`src/rtl/fubd_pkg.sv`:
```
package fubd_pkg;

    // Delimiter characters of a urlencoded body
    localparam logic [7:0] CH_AMP   = 8'h26;
    localparam logic [7:0] CH_EQ    = 8'h3D;
    localparam logic [7:0] CH_PLUS  = 8'h2B;
    localparam logic [7:0] CH_PCT   = 8'h25;
    localparam logic [7:0] CH_SPACE = 8'h20;

    // Byte classes found by the front part
    localparam logic [2:0] K_OTHER = 3'd0;
    localparam logic [2:0] K_AMP   = 3'd1;
    localparam logic [2:0] K_EQ    = 3'd2;
    localparam logic [2:0] K_PLUS  = 3'd3;
    localparam logic [2:0] K_PCT   = 3'd4;

    // Error codes on the result
    localparam logic [2:0] ERR_NONE     = 3'd0;
    localparam logic [2:0] ERR_BAD_HEX  = 3'd1;
    localparam logic [2:0] ERR_TRUNC    = 3'd2;
    localparam logic [2:0] ERR_NO_EQ    = 3'd3;
    localparam logic [2:0] ERR_EXTRA_EQ = 3'd4;

    // Escape phases
    localparam logic [1:0] PH_IDLE = 2'd0;
    localparam logic [1:0] PH_HIGH = 2'd1;
    localparam logic [1:0] PH_LOW  = 2'd2;

    // Queue depths and derived widths
    localparam int TQ_DEPTH = 4;
    localparam int TQ_AW    = $clog2(TQ_DEPTH);
    localparam int TQ_CW    = $clog2(TQ_DEPTH + 1);
    localparam int OQ_DEPTH = 2;
    localparam int OQ_AW    = $clog2(OQ_DEPTH);
    localparam int OQ_CW    = $clog2(OQ_DEPTH + 1);

    // Classified byte passed from front to back
    typedef struct packed {
        logic [2:0] kind;
        logic [7:0] data;
        logic       hex_ok;
        logic [3:0] hex_val;
        logic       last;
    } t_token;

    // One result item
    typedef struct packed {
        logic       char_valid;
        logic [7:0] out_byte;
        logic       in_value;
        logic       name_end;
        logic       pair_end;
        logic [2:0] error_code;
        logic       body_done;
    } t_result;

endpackage

```
`src/rtl/fubd_front.sv`:
```
module fubd_front
    import fubd_pkg::*;
(
    input  logic       i_push,
    input  logic       i_full,
    input  logic [7:0] i_data_byte,
    input  logic       i_last_byte,
    output logic       o_wr,
    output t_token     o_tok
);

    // Decode one hex digit; bit 4 is set only for 0-9, A-F or a-f
    function automatic logic [4:0] hex_decode(input logic [7:0] b);
        logic [7:0] d;
        begin
            d = 8'd0;
            if (b >= 8'h30 && b <= 8'h39) begin
                d = b - 8'h30;
                hex_decode = {1'b1, d[3:0]};
            end else if (b >= 8'h41 && b <= 8'h46) begin
                d = b - 8'h37;
                hex_decode = {1'b1, d[3:0]};
            end else if (b >= 8'h61 && b <= 8'h66) begin
                d = b - 8'h57;
                hex_decode = {1'b1, d[3:0]};
            end else begin
                hex_decode = 5'd0;
            end
        end
    endfunction

    logic [4:0] hex;

    // Classify the incoming byte
    always_comb begin
        hex = hex_decode(i_data_byte);
        o_tok.data    = i_data_byte;
        o_tok.last    = i_last_byte;
        o_tok.hex_ok  = hex[4];
        o_tok.hex_val = hex[3:0];
        priority if (i_data_byte == CH_AMP) begin
            o_tok.kind = K_AMP;
        end else if (i_data_byte == CH_EQ) begin
            o_tok.kind = K_EQ;
        end else if (i_data_byte == CH_PLUS) begin
            o_tok.kind = K_PLUS;
        end else if (i_data_byte == CH_PCT) begin
            o_tok.kind = K_PCT;
        end else begin
            o_tok.kind = K_OTHER;
        end
    end

    // Accept when the token queue has room
    assign o_wr = i_push & ~i_full;

endmodule

```
`src/rtl/fubd_tok_queue.sv`:
```
module fubd_tok_queue
    import fubd_pkg::*;
(
    input  logic   i_clk,
    input  logic   i_rst_n,
    input  logic   i_wr,
    input  t_token i_tok,
    output logic   o_full,
    output logic   o_valid,
    output t_token o_tok,
    input  logic   i_take
);

    t_token            r_mem [TQ_DEPTH];
    logic [TQ_AW-1:0]  r_wp, r_rp, n_wp, n_rp;
    logic [TQ_CW-1:0]  r_cnt, n_cnt;
    logic              rd;

    assign o_full  = (r_cnt == TQ_CW'(TQ_DEPTH));
    assign o_valid = (r_cnt != '0);
    assign o_tok   = r_mem[r_rp];
    assign rd      = i_take & o_valid;

    // Advance pointers and count
    always_comb begin
        n_wp  = r_wp;
        n_rp  = r_rp;
        n_cnt = r_cnt;
        if (i_wr) begin
            n_wp = (r_wp == TQ_AW'(TQ_DEPTH - 1)) ? '0 : r_wp + 1'b1;
        end
        if (rd) begin
            n_rp = (r_rp == TQ_AW'(TQ_DEPTH - 1)) ? '0 : r_rp + 1'b1;
        end
        if (i_wr && !rd) begin
            n_cnt = r_cnt + 1'b1;
        end else if (!i_wr && rd) begin
            n_cnt = r_cnt - 1'b1;
        end
    end

    always_ff @(posedge i_clk) begin
        if (!i_rst_n) begin
            r_wp  <= '0;
            r_rp  <= '0;
            r_cnt <= '0;
        end else begin
            r_wp  <= n_wp;
            r_rp  <= n_rp;
            r_cnt <= n_cnt;
        end
    end

    // Hold token storage
    always_ff @(posedge i_clk) begin
        if (i_wr) begin
            r_mem[r_wp] <= i_tok;
        end
    end

endmodule

```
`src/rtl/fubd_back.sv`:
```
module fubd_back
    import fubd_pkg::*;
(
    input  logic    i_clk,
    input  logic    i_rst_n,
    input  logic    i_tok_valid,
    input  t_token  i_tok,
    output logic    o_take,
    input  logic    i_pop,
    output logic    o_empty,
    output t_result o_res
);

    // Parser state
    logic             r_part, n_part;
    logic [1:0]       r_phase, n_phase;
    logic [3:0]       r_nib, n_nib;
    logic             r_hold, n_hold;

    // Result queue
    t_result          r_oq [OQ_DEPTH];
    logic [OQ_AW-1:0] r_owp, r_orp;
    logic [OQ_CW-1:0] r_ocnt;

    logic             cv, ne, pe, res_valid, wr, rd;
    logic [7:0]       ob;
    logic [2:0]       err;
    logic [1:0]       phase;
    t_result          res;

    assign o_take  = i_tok_valid && (r_ocnt != OQ_CW'(OQ_DEPTH));
    assign o_empty = (r_ocnt == '0);
    assign o_res   = r_oq[r_orp];
    assign rd      = i_pop && !o_empty;

    // Work out the next state and the result of one token
    always_comb begin
        phase   = (r_phase == PH_HIGH || r_phase == PH_LOW) ? r_phase : PH_IDLE;
        cv      = 1'b0;
        ob      = 8'd0;
        ne      = 1'b0;
        pe      = 1'b0;
        err     = ERR_NONE;
        n_part  = r_part;
        n_phase = phase;
        n_nib   = r_nib;
        n_hold  = r_hold;

        unique case (phase)
            PH_IDLE: begin
                unique case (i_tok.kind)
                    K_AMP: begin
                        if (!r_part) err = ERR_NO_EQ;
                        else         pe  = 1'b1;
                    end
                    K_EQ: begin
                        if (!r_part) begin
                            ne     = 1'b1;
                            n_part = 1'b1;
                        end else begin
                            err = ERR_EXTRA_EQ;
                        end
                    end
                    K_PLUS: begin
                        cv = 1'b1;
                        ob = CH_SPACE;
                    end
                    K_PCT: begin
                        n_phase = PH_HIGH;
                    end
                    default: begin
                        cv = 1'b1;
                        ob = i_tok.data;
                    end
                endcase
            end
            PH_HIGH: begin
                if (!i_tok.hex_ok) begin
                    err = ERR_BAD_HEX;
                end else begin
                    n_nib   = i_tok.hex_val;
                    n_phase = PH_LOW;
                end
            end
            default: begin
                if (!i_tok.hex_ok) begin
                    err = ERR_BAD_HEX;
                end else begin
                    cv      = 1'b1;
                    ob      = {r_nib, i_tok.hex_val};
                    n_phase = PH_IDLE;
                end
            end
        endcase

        // Close the body on the final byte
        if (err == ERR_NONE && i_tok.last) begin
            if (n_phase != PH_IDLE) begin
                err = ERR_TRUNC;
            end else if (!pe) begin
                if (!n_part) err = ERR_NO_EQ;
                else         pe  = 1'b1;
            end
        end

        if (err != ERR_NONE) begin
            cv      = 1'b0;
            ob      = 8'd0;
            ne      = 1'b0;
            pe      = 1'b0;
            n_part  = 1'b0;
            n_phase = PH_IDLE;
            n_nib   = 4'd0;
            n_hold  = !i_tok.last;
        end else begin
            if (pe) begin
                n_part  = 1'b0;
                n_phase = PH_IDLE;
            end
            if (i_tok.last) begin
                n_part  = 1'b0;
                n_phase = PH_IDLE;
                n_nib   = 4'd0;
                n_hold  = 1'b0;
            end
        end

        res_valid = cv || ne || pe || (err != ERR_NONE);

        // Drop bytes silently while an error is held
        if (r_hold) begin
            res_valid = 1'b0;
            n_part    = r_part;
            n_phase   = r_phase;
            n_nib     = r_nib;
            n_hold    = 1'b1;
            if (i_tok.last) begin
                n_part  = 1'b0;
                n_phase = PH_IDLE;
                n_nib   = 4'd0;
                n_hold  = 1'b0;
            end
        end

        res.char_valid = cv;
        res.out_byte   = ob;
        res.in_value   = r_part;
        res.name_end   = ne;
        res.pair_end   = pe;
        res.error_code = err;
        res.body_done  = i_tok.last;
    end

    assign wr = o_take && res_valid;

    // Advance parser and result queue control
    always_ff @(posedge i_clk) begin
        if (!i_rst_n) begin
            r_part  <= 1'b0;
            r_phase <= PH_IDLE;
            r_nib   <= 4'd0;
            r_hold  <= 1'b0;
            r_owp   <= '0;
            r_orp   <= '0;
            r_ocnt  <= '0;
        end else begin
            if (o_take) begin
                r_part  <= n_part;
                r_phase <= n_phase;
                r_nib   <= n_nib;
                r_hold  <= n_hold;
            end
            if (wr) begin
                r_owp <= (r_owp == OQ_AW'(OQ_DEPTH - 1)) ? '0 : r_owp + 1'b1;
            end
            if (rd) begin
                r_orp <= (r_orp == OQ_AW'(OQ_DEPTH - 1)) ? '0 : r_orp + 1'b1;
            end
            if (wr && !rd) begin
                r_ocnt <= r_ocnt + 1'b1;
            end else if (!wr && rd) begin
                r_ocnt <= r_ocnt - 1'b1;
            end
        end
    end

    // Hold result storage
    always_ff @(posedge i_clk) begin
        if (wr) begin
            r_oq[r_owp] <= res;
        end
    end

    a_phase_legal: assert property (@(posedge i_clk) disable iff (!i_rst_n)
        r_phase != 2'd3)
        else $error("escape phase left its legal codes");

    a_hold_silent: assert property (@(posedge i_clk) disable iff (!i_rst_n)
        (o_take && r_hold) |-> !wr)
        else $error("result produced while dropping an errored body");

    a_err_holds: assert property (@(posedge i_clk) disable iff (!i_rst_n)
        (wr && res.error_code != ERR_NONE && !i_tok.last) |=> r_hold)
        else $error("error on a middle byte did not enter hold");

    a_last_rearms: assert property (@(posedge i_clk) disable iff (!i_rst_n)
        (o_take && i_tok.last) |=> (!r_hold && !r_part && r_phase == PH_IDLE))
        else $error("final byte did not re-arm the parser");

    a_oq_bound: assert property (@(posedge i_clk) disable iff (!i_rst_n)
        (r_ocnt == OQ_CW'(OQ_DEPTH)) |=> (r_ocnt <= OQ_CW'(OQ_DEPTH)))
        else $error("result queue overran");

endmodule

```
`src/rtl/form_urlencoded_body_decoder.sv`:
```
// Urlencoded form body decoder. Body bytes are pushed one per clock while
// full is low, with a flag on the final byte; each byte gives at most one
// result, which is popped from the result side. A front stage classifies
// each byte (delimiter or hex digit) into a four-entry token queue, and a
// back stage runs the name/value parser and writes results into a
// two-entry result queue, so one byte per cycle is sustained while results
// are popped every cycle. A result is ready to pop once its byte has passed
// the token queue register and then the result queue register. A '%' or a
// first hex digit that does not end the body gives no result; after an
// error the rest of the body up to the final byte is dropped with no results.
module form_urlencoded_body_decoder
    import fubd_pkg::*;
(
    input  logic       i_clk,
    input  logic       i_rst_n,
    input  logic       push,
    output logic       full,
    input  logic [7:0] i_data_byte,
    input  logic       i_last_byte,
    output logic       empty,
    input  logic       pop,
    output logic       o_char_valid,
    output logic [7:0] o_out_byte,
    output logic       o_in_value,
    output logic       o_name_end,
    output logic       o_pair_end,
    output logic [2:0] o_error_code,
    output logic       o_body_done
);

    logic    tq_wr, tq_valid, tq_take;
    t_token  fe_tok, tq_tok;
    t_result res;

    // Classify bytes
    fubd_front u_front (
        .i_push      (push),
        .i_full      (full),
        .i_data_byte (i_data_byte),
        .i_last_byte (i_last_byte),
        .o_wr        (tq_wr),
        .o_tok       (fe_tok)
    );

    // Decouple front and back
    fubd_tok_queue u_tok_queue (
        .i_clk   (i_clk),
        .i_rst_n (i_rst_n),
        .i_wr    (tq_wr),
        .i_tok   (fe_tok),
        .o_full  (full),
        .o_valid (tq_valid),
        .o_tok   (tq_tok),
        .i_take  (tq_take)
    );

    // Parse and queue results
    fubd_back u_back (
        .i_clk       (i_clk),
        .i_rst_n     (i_rst_n),
        .i_tok_valid (tq_valid),
        .i_tok       (tq_tok),
        .o_take      (tq_take),
        .i_pop       (pop),
        .o_empty     (empty),
        .o_res       (res)
    );

    assign o_char_valid = res.char_valid;
    assign o_out_byte   = res.out_byte;
    assign o_in_value   = res.in_value;
    assign o_name_end   = res.name_end;
    assign o_pair_end   = res.pair_end;
    assign o_error_code = res.error_code;
    assign o_body_done  = res.body_done;

endmodule

```
`config.mk`:
```
export PLATFORM = sky130hd
export DESIGN_NAME = form_urlencoded_body_decoder
export DESIGN_NICKNAME = d
export VERILOG_FILES = /design/src/rtl/fubd_pkg.sv /design/src/rtl/fubd_front.sv /design/src/rtl/fubd_tok_queue.sv /design/src/rtl/fubd_back.sv /design/src/rtl/form_urlencoded_body_decoder.sv
export SDC_FILE = /design/constraint.sdc
export NUM_CORES = 1
export LEC_CHECK = 0
export BUFFER_PORTS_ARGS = -buffer_cell sky130_fd_sc_hd__buf_2
export CAP_MARGIN = 20
export CORE_ASPECT_RATIO = 1.75
export CORE_MARGIN = 3
export CORE_UTILIZATION = 35
export DETAILED_ROUTE_END_ITERATION = 16
export GPL_ROUTABILITY_DRIVEN = 0
export PLACE_DENSITY = 0.54
export SKIP_CTS_REPAIR_TIMING = 1
export SLEW_MARGIN = 40
export SYNTH_ARGS = -nofsm -noshare
export SYNTH_HDL_FRONTEND = slang
export SYNTH_SLANG_ARGS = --single-unit
```
`constraint.sdc`:
```
create_clock -name i_clk -period 2.9 [get_ports i_clk]
set_clock_uncertainty 0.05 [all_clocks]
set_input_delay 0.145 -clock i_clk [delete_from_list [all_inputs] [get_ports i_clk]]
set_output_delay 0.145 -clock i_clk [all_outputs]
set_load 0.005 [all_outputs]
```
==> impl_results.md, run 1 <==
- Status: finished clean
- Drt initial violations: roughly 120
- Post-Synthesis Cells: 387
- Worst-path clk slew: roughly 50 ps
- Die Span Y: 172.9 um
- Power Internal: just under 5 mW
- Num CTS Buffers: 17
- Total Power: 7.312 mW
- Layout cell share with drive strength beyond 1: a little under a third
- Area growth from synthesis to final layout: 21.10%
- DP HPWL: roughly 8200 um
- Worst-skew pair later-pin latency: slightly above 400 ps
- All-Layer GR Usage: a little over an eighth
- Final Critical Period: 2777 ps
- Initial Util: between 30% and 40%
- Met3 routed WL: 341 um
- Mapped Nets: between 400 and 500
- Global-route wire length before repair: 18,030 um
- Peak VDD IR: between 0.4 and 0.5 mV
- Final Hold Viols: 0
- Sequential fraction of the synthesis area: roughly three fifths
- Maxcap violations: 0
- Gr ovfl total: 0
- Worst Path Arrival: between 2000 and 3000 ps
- Critical path data required time: 2990 ps
- Reg power frac: between 30% and 40%
- Longest Clk Path Bufs: 2
- FP Rows: 60
- DRT Pass-1 Iters: 4
- FF+latch count, synth: 122
- Crit-path max FO: 10
- Pwr dens: ~1100 nW/um^2
- Syn avg cell area: about 14 um^2
- Hold Path Class: in2reg
- Die footprint: 17,520 um^2
- Largest cells by area after synthesis: edfxtp_1, dfxtp_1, mux4_2
- Top Ports: 31
- Residual DRC: 0
- Detailed Route WL: ~11,000 um
- Crit. End Element: flop
- Synth top area share: a little over half
- Synth async-reset ratio: 0%
- CTS H-tree lvls: 4
- CTS tree: built
- Final Core Density: a little over two fifths
- Antenna Violating Nets Remaining: 0
- Cell type with the largest total area after synthesis: edfxtp_1
- Comb pwr share: a little under two fifths
- Vias per cell: ~5.2
- Final Cycle Share: 95.76%
- Worst Hold Launch: i_data_byte[1]
- Vias in the first global route: roughly 3,400
- Sw power: approximately 2.3 mW
- Final setup fails: 0
- Worst-Margin Slew: 701.8 ps
- Clock root buffer: clkbuf_16
- Synth Flop Type: edfxtp_1
- Synth Cell Area: between 5000 and 6000 um^2
- N_diodes: 0
- FF-to-FF setup slack: between 100 and 150 ps
- Leak pwr: between 2 and 2.5 nW
- IO buf count: 30
- EDFF count, synth: 100
- Layout Nets: 485
- DIE WIDTH: a little over 100 um
- WS Path Type: reg2reg
- Initial antenna violation count: 0
- R2R Path End: u_back.r_oq[1][7]
- Hold Path Sink: u_tok_queue.r_mem[0][7]
- Synth warnings: 0
- Switching Fraction: 32.02%
- DRT met1 WL: roughly 4000 um
- Startpoint Class: flop
- R2R depth: 7
- WL met2: approximately 6700 um
- Slew Viols, Final: 0
- Largest net degree at the start of global routing: 25
- Power share of the clock group: between 20% and 30%
- Via count: between 3,000 and 4,000
- Core area: about 15,000 um^2
- Top Metal Used: met4
- Hold Path Depth: 1
- RSZ-0062 raised after global routing: no
- Max_slew headroom: a little over half
- Wire per inst: between 15 and 20 um
- Max Fclk: 0.3601 GHz
- # clock sinks: between 100 and 150
- Distinct cells, synth: 66
==> cells by family (layout without fill, tap and decap cells) <==
family | Yosys count | after routing | share of synthesized area, %
xor gates and xnor gates | 6 | 6 | 0.9438
DFF | 122 | 122 | 61.84
and+or+nand+nor | 112 | 112 | 11.48
muxes | 46 | 46 | 12.40
adders and majority gates | 16 | 16 | 3.730
AOI/OAI and AO/OA | 56 | 56 | 7.348
buffers and inverters | 29 | 111 | 2.247
==> registers in the layout, indices dropped and copies added (netlist names), named ones only <==
| register | flops |
|---|---|
| u_tok_queue.r_cnt | 3 |
| u_back.r_ocnt | 2 |
| u_back.r_part | 1 |
| u_back.r_hold | 1 |
| u_tok_queue.r_mem | 68 |
| u_back.r_orp | 1 |
| u_back.r_phase | 2 |
| u_back.r_oq | 32 |
| u_tok_queue.r_wp | 2 |
| u_back.r_owp | 1 |
| u_tok_queue.r_rp | 2 |
| u_back.r_nib | 4 |
==> Yosys cell counts (5+ instances only) <==
cell type,instances
mux4_2,14
inv_1,9
nor2b_1,10
nor2_1,16
a21oi_1,7
mux2_2,18
dfxtp_1,22
mux2i_1,12
a22oi_1,7
nand2b_1,6
ha_1,15
nand3_1,10
nor3_1,14
nand2_1,14
edfxtp_1,100
and2_1,10
clkbuf_1,15
nand4_1,5
o21ai_0,10
==> critical path, cell delays in order, from the launching register on <==
cell,delay [ps]
dfxtp_4,380
mux4_2,550
buf_4,160
buf_4,140
or3b_1,390
or2_0,340
a21oi_4,340
nor3_1,140
==> stage by stage <==
stage / std cells / instance area, um^2 / hold slack [ps] / worst slack (ps) / setup TNS [ps]
2_1_floorplan: 387 / 5570 / 193.9 / 27.00 / 0
3_5_place_dp: 616 / 6131 / 340.8 / 13.03 / 0
6_report: 655 / 6743 / 3.668 / 122.9 / 0
4_1_cts: 648 / 6668 / -86.97 / -6.919 / -6.919
3_3_place_gp: 616 / 6131 / 335.9 / 28.57 / 0
5_1_grt: 655 / 6743 / 11.18 / 25.73 / 0
==> per-layer routing <==
layer  GRT usage, %  vias to the layer above
li1               -                     1638
met1          13.68                     1698
met2          25.71                       70
met3          3.109                       19
met4          6.212                        0
met5              0                        -
==> power by group through the flow <==
| stage | Combinational, mW | Sequential (mW) | Clock, mW |
|---|---|---|---|
| floorplan | 1.85 | 2.56 | 0 |
| global placement | 2.75 | 2.64 | 0 |
| CTS | 2.81 | 2.62 | 1.93 |
| global route | 3.09 | 2.67 | 2.01 |
| detailed placement | 2.79 | 2.66 | 0 |
| finish | 2.80 | 2.62 | 1.89 |
==> cell type report <==
class | count | area [um^2]
clock buffer | 19 | 432.9
clock inverter | 13 | 103.9
fill | 1418 | 8722
inverter | 10 | 37.54
multi-input combinational | 236 | 2007
sequential | 122 | 3448
tap | 186 | 232.7
timing repair buffer | 69 | 480.5
==> worst max path at each step <==
stage / from / to / slack, ps / cells after the start
2_1_floorplan: flop / u_back.r_ocnt[1] / 30 / 9
3_3_place_gp: flop / u_back.r_ocnt[1] / 30 / 8
4_1_cts: flop / u_back.r_ocnt[1] / -7 / 8
3_5_place_dp: flop / u_back.r_ocnt[1] / 10 / 8
6_report: flop / u_back.r_oq[1][7] / 120 / 7
5_1_grt: flop / u_back.r_ocnt[1] / 30 / 8
==> placed cells by master (no fill, tap or decap), types with 7 or more instances in the layout <==
cell	count
inv_1	9
o21ai_0	10
mux4_2	14
nand2_1	13
edfxtp_1	100
clkbuf_16	17
buf_2	30
ha_1	14
nand3_1	10
a22oi_1	7
nor2b_1	9
mux2_2	18
a21oi_1	7
nor3_1	14
and2_1	10
nor2_1	16
mux2i_1	12
dfxtp_1	20
buf_4	32
Note: power is estimated with default switching activity, not from simulation.
==> run 2: changes to the inputs <==
--- a/config.mk
+++ b/config.mk
@@ -10,6 +10,7 @@
 export CORE_ASPECT_RATIO = 1.75
 export CORE_MARGIN = 3
 export CORE_UTILIZATION = 35
+export CTS_BUF_LIST = sky130_fd_sc_hd__clkbuf_16
 export DETAILED_ROUTE_END_ITERATION = 16
 export GPL_ROUTABILITY_DRIVEN = 0
 export PLACE_DENSITY = 0.54
==> run 2 against run 1 <==
Compared with the run above: sequential power about the same; fmax about the same; first-iteration DRC count decreased by 0.87%; combinational power about the same; die area unchanged; design area unchanged; sequential cell count unchanged; largest power group unchanged; power about the same; final cell count unchanged; clock power about the same; register-to-register slack about the same.
==> impl_results.md, run 2 (synthesized netlist as in run 1, its figures left out) <==
- Filler cells: 1,418 (unchanged)
- Initial Util: 36.00% (unchanged)
- Critical path data required time: 2990 ps (about the same)
- TNS Setup: 0 ps (unchanged)
- Worst-skew pair later-pin latency: 410 ps (about the same)
- Longest Clk Path Bufs: 2 (unchanged)
- Worst-Margin Slew: 701.8 ps (-0.0001788 ps)
- IO buf count: 30 (unchanged)
- Global-route wire length before repair: 18,030 um (unchanged)
- Core area: 15,460 um^2 (unchanged)
- Startpoint Class: flop
- CTS H-tree lvls: 4 (unchanged)
- DRT Pass-1 Iters: 4 (unchanged)
- Final setup fails: 0 (unchanged)
- FP Rows: 60 (unchanged)
- Die footprint: 17,520 um^2 (unchanged)
- Drt initial violations: 114 (-0.87%)
- Vias in the first global route: 3,368 (unchanged)
- FF-to-FF setup slack: 120 ps (about the same)
- Largest net degree at the start of global routing: 25 (unchanged)
- Slew Viols, Final: 0 (unchanged)
- Power share of the clock group: 25.8% (about the same)
- Area growth from synthesis to final layout: 21.10% (unchanged)
- Most used cell, CP: buf_4
- Clock root buffer: clkbuf_16
- Final Cycle Share: 95.80% (about the same)
- Final Hold Viols: 0 (unchanged)
- Vias per cell: 5.229 (unchanged)
- Number of cells on the critical path: 7 (unchanged)
- Reg power frac: 35.8% (about the same)
- R2R depth: 7 (unchanged)
- Leak pwr: 2.399 nW (+0.35%)
- DP HPWL: 8238 um (unchanged)
- Hold_ws: 3.030 ps (-0.6374 ps)
- N_diodes: 0 (unchanged)
- Status: finished clean
- Top Registers: u_tok_queue.r_mem x68, u_back.r_oq x32, u_back.r_nib x4
- Cell family with most CP delay: simple AND/OR/NAND/NOR gates
- Antenna Violating Nets Remaining: 0 (unchanged)
- Comb pwr share: 38.4% (about the same)
- Max stage delay on crit path: 550 ps (about the same)
- WS Path Type: reg2reg
- Pwr dens: 1084 nW/um^2 (about the same)
- Slowest cell on the critical path: mux4_2
- Worst-path clk slew: 50 ps (about the same)
- Max Fclk: 0.3599 GHz (about the same)
- Final Core Density: 43.60% (unchanged)
- DIE WIDTH: 101.3 um (unchanged)
- Via count: 3,425 (unchanged)
- Crit. End Element: flop
- Power Internal: 4.963 mW (-0.14%)
- Most frequent cells in the layout: edfxtp_1, buf_4, buf_2, dfxtp_1, mux2_2
- WP buf/inv: 2 (unchanged)
- CP Cell Sequence: mux4_2 -> buf_4 -> buf_4 -> or3b_1 -> or2_0 -> a21oi_4 -> nor3_1
- Max FFs per register: 68 (unchanged)
- Worst Path Arrival: 2870 ps (about the same)
- Wire per inst: 17.25 um (about the same)
- All-Layer GR Usage: 13.66% (unchanged)
- R2R Path End: u_back.r_oq[1][7]
- Top reg by flops: u_tok_queue.r_mem
- Layout Nets: 485 (unchanged)
- # clock sinks: 122 (unchanged)
- Crit-path max FO: 10 (unchanged)
- CP endpoint: u_back.r_oq[1][7]
- Gr ovfl total: 0 (unchanged)
- Top Ports: 31 (unchanged)
- Setup Slack @ Placement: 13.03 ps (unchanged)
- Sw power: 2.347 mW (+0.25%)
- Num CTS Buffers: 17 (unchanged)
- Switching Fraction: 32.11% (+0.086 points)
- Final Critical Period: 2778 ps (+1.191 ps)
- Layout cell share with drive strength beyond 1: 30.06% (unchanged)
- Max_slew headroom: 53.15% (unchanged)
- RSZ-0062 raised after global routing: no
- Maxcap violations: 0 (unchanged)
- Commonest non-fill, non-tap cell in the layout: edfxtp_1
- PnR worst setup slack: 121.7 ps (-1.191 ps)
- CTS tree: built
- Peak VDD IR: 0.4470 mV (+0.38%)
- Die Span Y: 172.9 um (unchanged)
- Initial antenna violation count: 0 (unchanged)
- Detailed Route WL: 11,300 um (about the same)
- Residual DRC: 0 (unchanged)
- Hold Path Class: in2reg
==> run 2: worst reg2reg max path: stages (launching register included) <==
cell and delay, ps:
dfxtp_4 380, mux4_2 550, buf_4 160, buf_4 140
or3b_1 390, or2_0 340, a21oi_4 350, nor3_1 140
==> run 2: routing by layer <==
layer	routed length, um	global-route usage (%)
met4	279	6.212
met3	322	3.109
met5	0	0
met1	4021	13.68
met2	6674	25.71
==> run 2: through the flow <==
stage                     power (mW)  std cells  instance area, um^2
final                          7.311        655                 6743
after global placement         5.390        616                 6131
after floorplan                4.407        387                 5570
after CTS                      7.356        648                 6668
after global routing           7.762        655                 6743
after detailed placement       5.450        616                 6131
==> run 2: power by group through the flow <==
stage | combinational, mW | clock, mW | sequential (mW)
6_report | 2.80 | 1.89 | 2.62
5_1_grt | 3.09 | 2.01 | 2.67
4_1_cts | 2.81 | 1.93 | 2.62
3_5_place_dp | 2.79 | 0 | 2.66
3_3_place_gp | 2.75 | 0 | 2.64
2_1_floorplan | 1.85 | 0 | 2.56
==> run 2: worst min path at each step <==
stage	from	endpoint	slack (ps)	cells past startpoint
after global placement	i_last_byte	u_tok_queue.r_mem[3][0]	340	1
after CTS	i_last_byte	u_tok_queue.r_mem[1][0]	-90	1
after floorplan	i_last_byte	u_tok_queue.r_mem[0][0]	190	0
after detailed placement	i_last_byte	u_tok_queue.r_mem[3][0]	340	1
final	i_data_byte[1]	u_tok_queue.r_mem[0][7]	3	1
after global routing	i_data_byte[1]	u_tok_queue.r_mem[2][7]	10	1
==> run 2: layout make-up <==
cell class / instances / area (um^2) / area share (%)
clock inverter: 15 / 111.4 / 1.652
tap: 186 / 232.7 / 3.451
inverter: 10 / 37.54 / 0.5567
multi-input combinational: 236 / 2007 / 29.76
sequential: 122 / 3448 / 51.14
clock buffer: 17 / 425.4 / 6.309
timing repair buffer: 69 / 480.5 / 7.126
==> run 3: changes to the inputs <==
--- a/config.mk
+++ b/config.mk
@@ -18,4 +18,5 @@
 export SLEW_MARGIN = 40
 export SYNTH_ARGS = -nofsm -noshare
 export SYNTH_HDL_FRONTEND = slang
+export SYNTH_HIERARCHICAL = 1
 export SYNTH_SLANG_ARGS = --single-unit
==> constraint.sdc (replaced) <==
create_clock -name i_clk -period 2.3 [get_ports i_clk]
set_clock_uncertainty 0.05 [all_clocks]
set_input_delay 0.115 -clock i_clk [delete_from_list [all_inputs] [get_ports i_clk]]
set_output_delay 0.115 -clock i_clk [all_outputs]
set_load 0.005 [all_outputs]
==> run 3 against run 2 <==
Compared with the run above: power grew 20%; sequential share of layout area shrank 1.8 points; synthesized area shrank 0.40%; count of clock-buffer cells in the layout is the same; sequential cell count is the same; largest power group unchanged; worst setup slack lost 350 ps; first-iteration DRC count shrank 20%; critical path depth shrank 2; routed wire length shrank 3.6%; global-route usage shrank 0.78 points; register-to-register slack lost 350 ps; the run now ends with negative setup slack left; worst hold slack gained 1.7 ps; critical path type unchanged.
==> impl_results.md, run 3 <==
- Status: finished with violations
- Violated checks: negative setup slack
- Critical path data required time: 2470 ps (-520 ps)
- Fin area: 6984 um^2 (+3.6%)
- Sequential fraction of the synthesis area: 62.09% (+0.25 points)
- Slew Viols, Final: 0 (unchanged)
- Final Hold Viols: 0 (unchanged)
- Worst Path Arrival: 2700 ps (-170 ps)
- Via count: 3,352 (-2.1%)
- Gr ovfl total: 0 (unchanged)
- Wire per inst: 16.68 um (-3.3%)
- RSZ-0062 raised after global routing: yes
- FP Rows: 60 (unchanged)
- Layout cell share with drive strength beyond 1: 38.97% (+8.9 points)
- Mapped Nets: 401 (-3.6%)
- Worst-skew pair later-pin latency: 410 ps (about the same)
- Top Registers: u_tok_queue/r_mem x68, u_back/r_oq x32, u_back/r_nib x4
- Crit. End Element: flop
- CTS H-tree lvls: 4 (unchanged)
- Total Power: 8.774 mW (+20%)
- Initial antenna violation count: 0 (unchanged)
- Largest net degree at the start of global routing: 18 (-28%)
- Maxcap violations: 0 (unchanged)
- IO buf count: 30 (unchanged)
- Max Fclk: 0.3953 GHz (+9.8%)
- Die footprint: 17,450 um^2 (-0.39%)
- DIE WIDTH: 101.2 um (-0.19%)
- Synth Cell Area: 5545 um^2 (-0.40%)
- # clock sinks: 122 (unchanged)
- EDFF count, synth: 100 (unchanged)
- Area after DPL: 6240 um^2 (+1.8%)
- Syn avg cell area: 14.87 um^2 (+3.3%)
- Max_slew headroom: 53.39% (+0.24 points)
- Worst-Margin Slew: 692.7 ps (-9.100 ps)
- Pwr dens: 1256 nW/um^2 (+16%)
- Die Span Y: 172.5 um (-0.19%)
- Hold Path Sink: u_tok_queue/r_mem[1][8]
- Worst Hold Launch: i_data_byte[2]
- Vias in the first global route: 3,403 (+1.0%)
- Max FFs per register: 68 (unchanged)
- Sw power: 2.743 mW (+17%)
- Hold Path Class: in2reg
- Synth top cells by count: edfxtp_1, dfxtp_1, nand2_1
- Residual DRC: 0 (unchanged)
- Final setup fails: 61 (+61)
- Initial Util: 35.86% (-0.15 points)
- Num CTS Buffers: 17 (unchanged)
- PnR worst setup slack: -229.4 ps (-351.2 ps)
- Crit-path max FO: 6 (-4)
- All-Layer GR Usage: 12.88% (-0.78 points)
- DRT Pass-1 Iters: 4 (unchanged)
- Detailed Route WL: 10,890 um (-3.6%)
- Longest Clk Path Bufs: 2 (unchanged)
- Synth async-reset ratio: 0% (unchanged)
- Comb pwr share: 36.5% (-1.9 points)
- FF-to-FF setup slack: -230 ps (-350 ps)
- Global-route wire length before repair: 17,220 um (-4.5%)
- Core area: 15,460 um^2 (unchanged)
- DP HPWL: 7660 um (-7.0%)
- Hold Path Depth: 1 (unchanged)
- R2R depth: 5 (-2)
- Distinct cells, synth: 60 (-9.1%)
- Final Critical Period: 2529 ps (-248.8 ps)
- Power Internal: 6.031 mW (+22%)
- Final Cycle Share: 110.0% (+14 points)
- Largest cells by area after synthesis: edfxtp_1, dfxtp_1, mux4_2
- Worst-path clk slew: 60 ps (about the same)
- Most frequent cells in the layout: edfxtp_1, buf_4, buf_2, dfxtp_1, clkbuf_16
- Commonest non-fill, non-tap cell in the layout: edfxtp_1
- CTS tree: built
- Power share of the clock group: 28.1% (+2.3 points)
- Cell type with the largest total area after synthesis: edfxtp_1
- Synth Flop Type: edfxtp_1
- Synth warnings: 6 (+6)
- Setup Slack @ Placement: -287.7 ps (-300.8 ps)
- Layout Nets: 482 (-0.62%)
- N_diodes: 0 (unchanged)
- R2R Path End: u_back/r_oq[0][2]
- Reg power frac: 35.4% (-0.4 points)
- Startpoint Class: flop
- Synth top area share: 54.15% (+0.22 points)
- TNS Setup: -9008 ps (-9008 ps)
- Top Ports: 31 (unchanged)
- FF+latch count, synth: 122 (unchanged)
- WS Path Type: reg2reg
- Area growth from synthesis to final layout: 25.95%
- Post-Synthesis Cells: 373 (-3.6%)
- Leak pwr: 2.536 nW (+5.7%)
- Vias per cell: 5.133 (-1.8%)
- Clock root buffer: clkbuf_16
- Antenna Violating Nets Remaining: 0 (unchanged)
- Count leader, synth: edfxtp_1
- Peak VDD IR: 0.4152 mV (-7.1%)
- Top reg by flops: u_tok_queue/r_mem
- Drt initial violations: 91 (-20%)
- Switching Fraction: 31.26% (-0.84 points)
==> run 3: worst max-delay path: stages, from the launching register on <==
cell	delay [ps]
dfxtp_4	380
mux4_2	570
or3b_1	400
a221o_1	400
maj3_2	320
o32ai_2	220
==> run 3: power by group through the flow <==
stage | registers, mW | clock network (mW) | logic [mW]
after floorplan | 3.12 | 0 | 1.91
after global placement | 3.14 | 0 | 2.96
after detailed placement | 3.16 | 0 | 3.01
after CTS | 3.12 | 2.51 | 3.03
after global routing | 3.15 | 2.61 | 3.49
final | 3.11 | 2.47 | 3.20
==> run 3: metrics by stage <==
step	utilization, %	std cells	hold WS, ps
3_3_place_gp	40.28	609	295.6
6_report	45.16	653	4.740
4_1_cts	43.95	641	-120.9
3_5_place_dp	40.35	609	307.7
5_1_grt	45.16	653	6.657
2_1_floorplan	-	373	182.6
==> run 3: how the worst max path moves through the flow <==
| stage | start | slack [ps] | to | depth (start not counted) |
|---|---|---|---|---|
| 4_1_cts | flop | -300 | u_back/r_oq[0][2] | 5 |
| 3_3_place_gp | flop | -250 | u_back/r_nib[3] | 6 |
| 5_1_grt | flop | -310 | u_back/r_oq[0][2] | 5 |
| 6_report | flop | -230 | u_back/r_oq[0][2] | 5 |
| 2_1_floorplan | flop | -350 | u_back/r_ocnt[1] | 9 |
| 3_5_place_dp | flop | -290 | u_back/r_oq[0][2] | 5 |
==> run 3: per-layer routing <==
layer  GRT usage [%]  vias to the layer above  wire length, um
li1                -                     1599                -
met1           13.00                     1680             4013
met2           23.63                       53             6295
met3           3.206                       20              276
met4           6.434                        0              308
met5               0                        -                0
==> run 3: logic make-up (layout without fill, tap and decap cells) <==
group	after synthesis	after routing	share of synthesized area (%)
DFF	122	122	62.09
and+or+nand+nor	97	97	10.24
AOI/OAI and AO/OA	58	58	7.965
muxes	37	37	11.35
buffers and inverters	37	131	3.677
adders and majority gates	16	16	3.723
xor gates and xnor gates	6	6	0.9476
==> run 3: final cells by class <==
class	instances	area, um^2
fillers	1363	8481
flip-flops and latches	122	3450
multi-input cells	214	2047
repair buffers	84	641.9
clock buffers	17	425.4
well taps	186	232.7
clock inverters	15	131.4
inverters	15	56.30
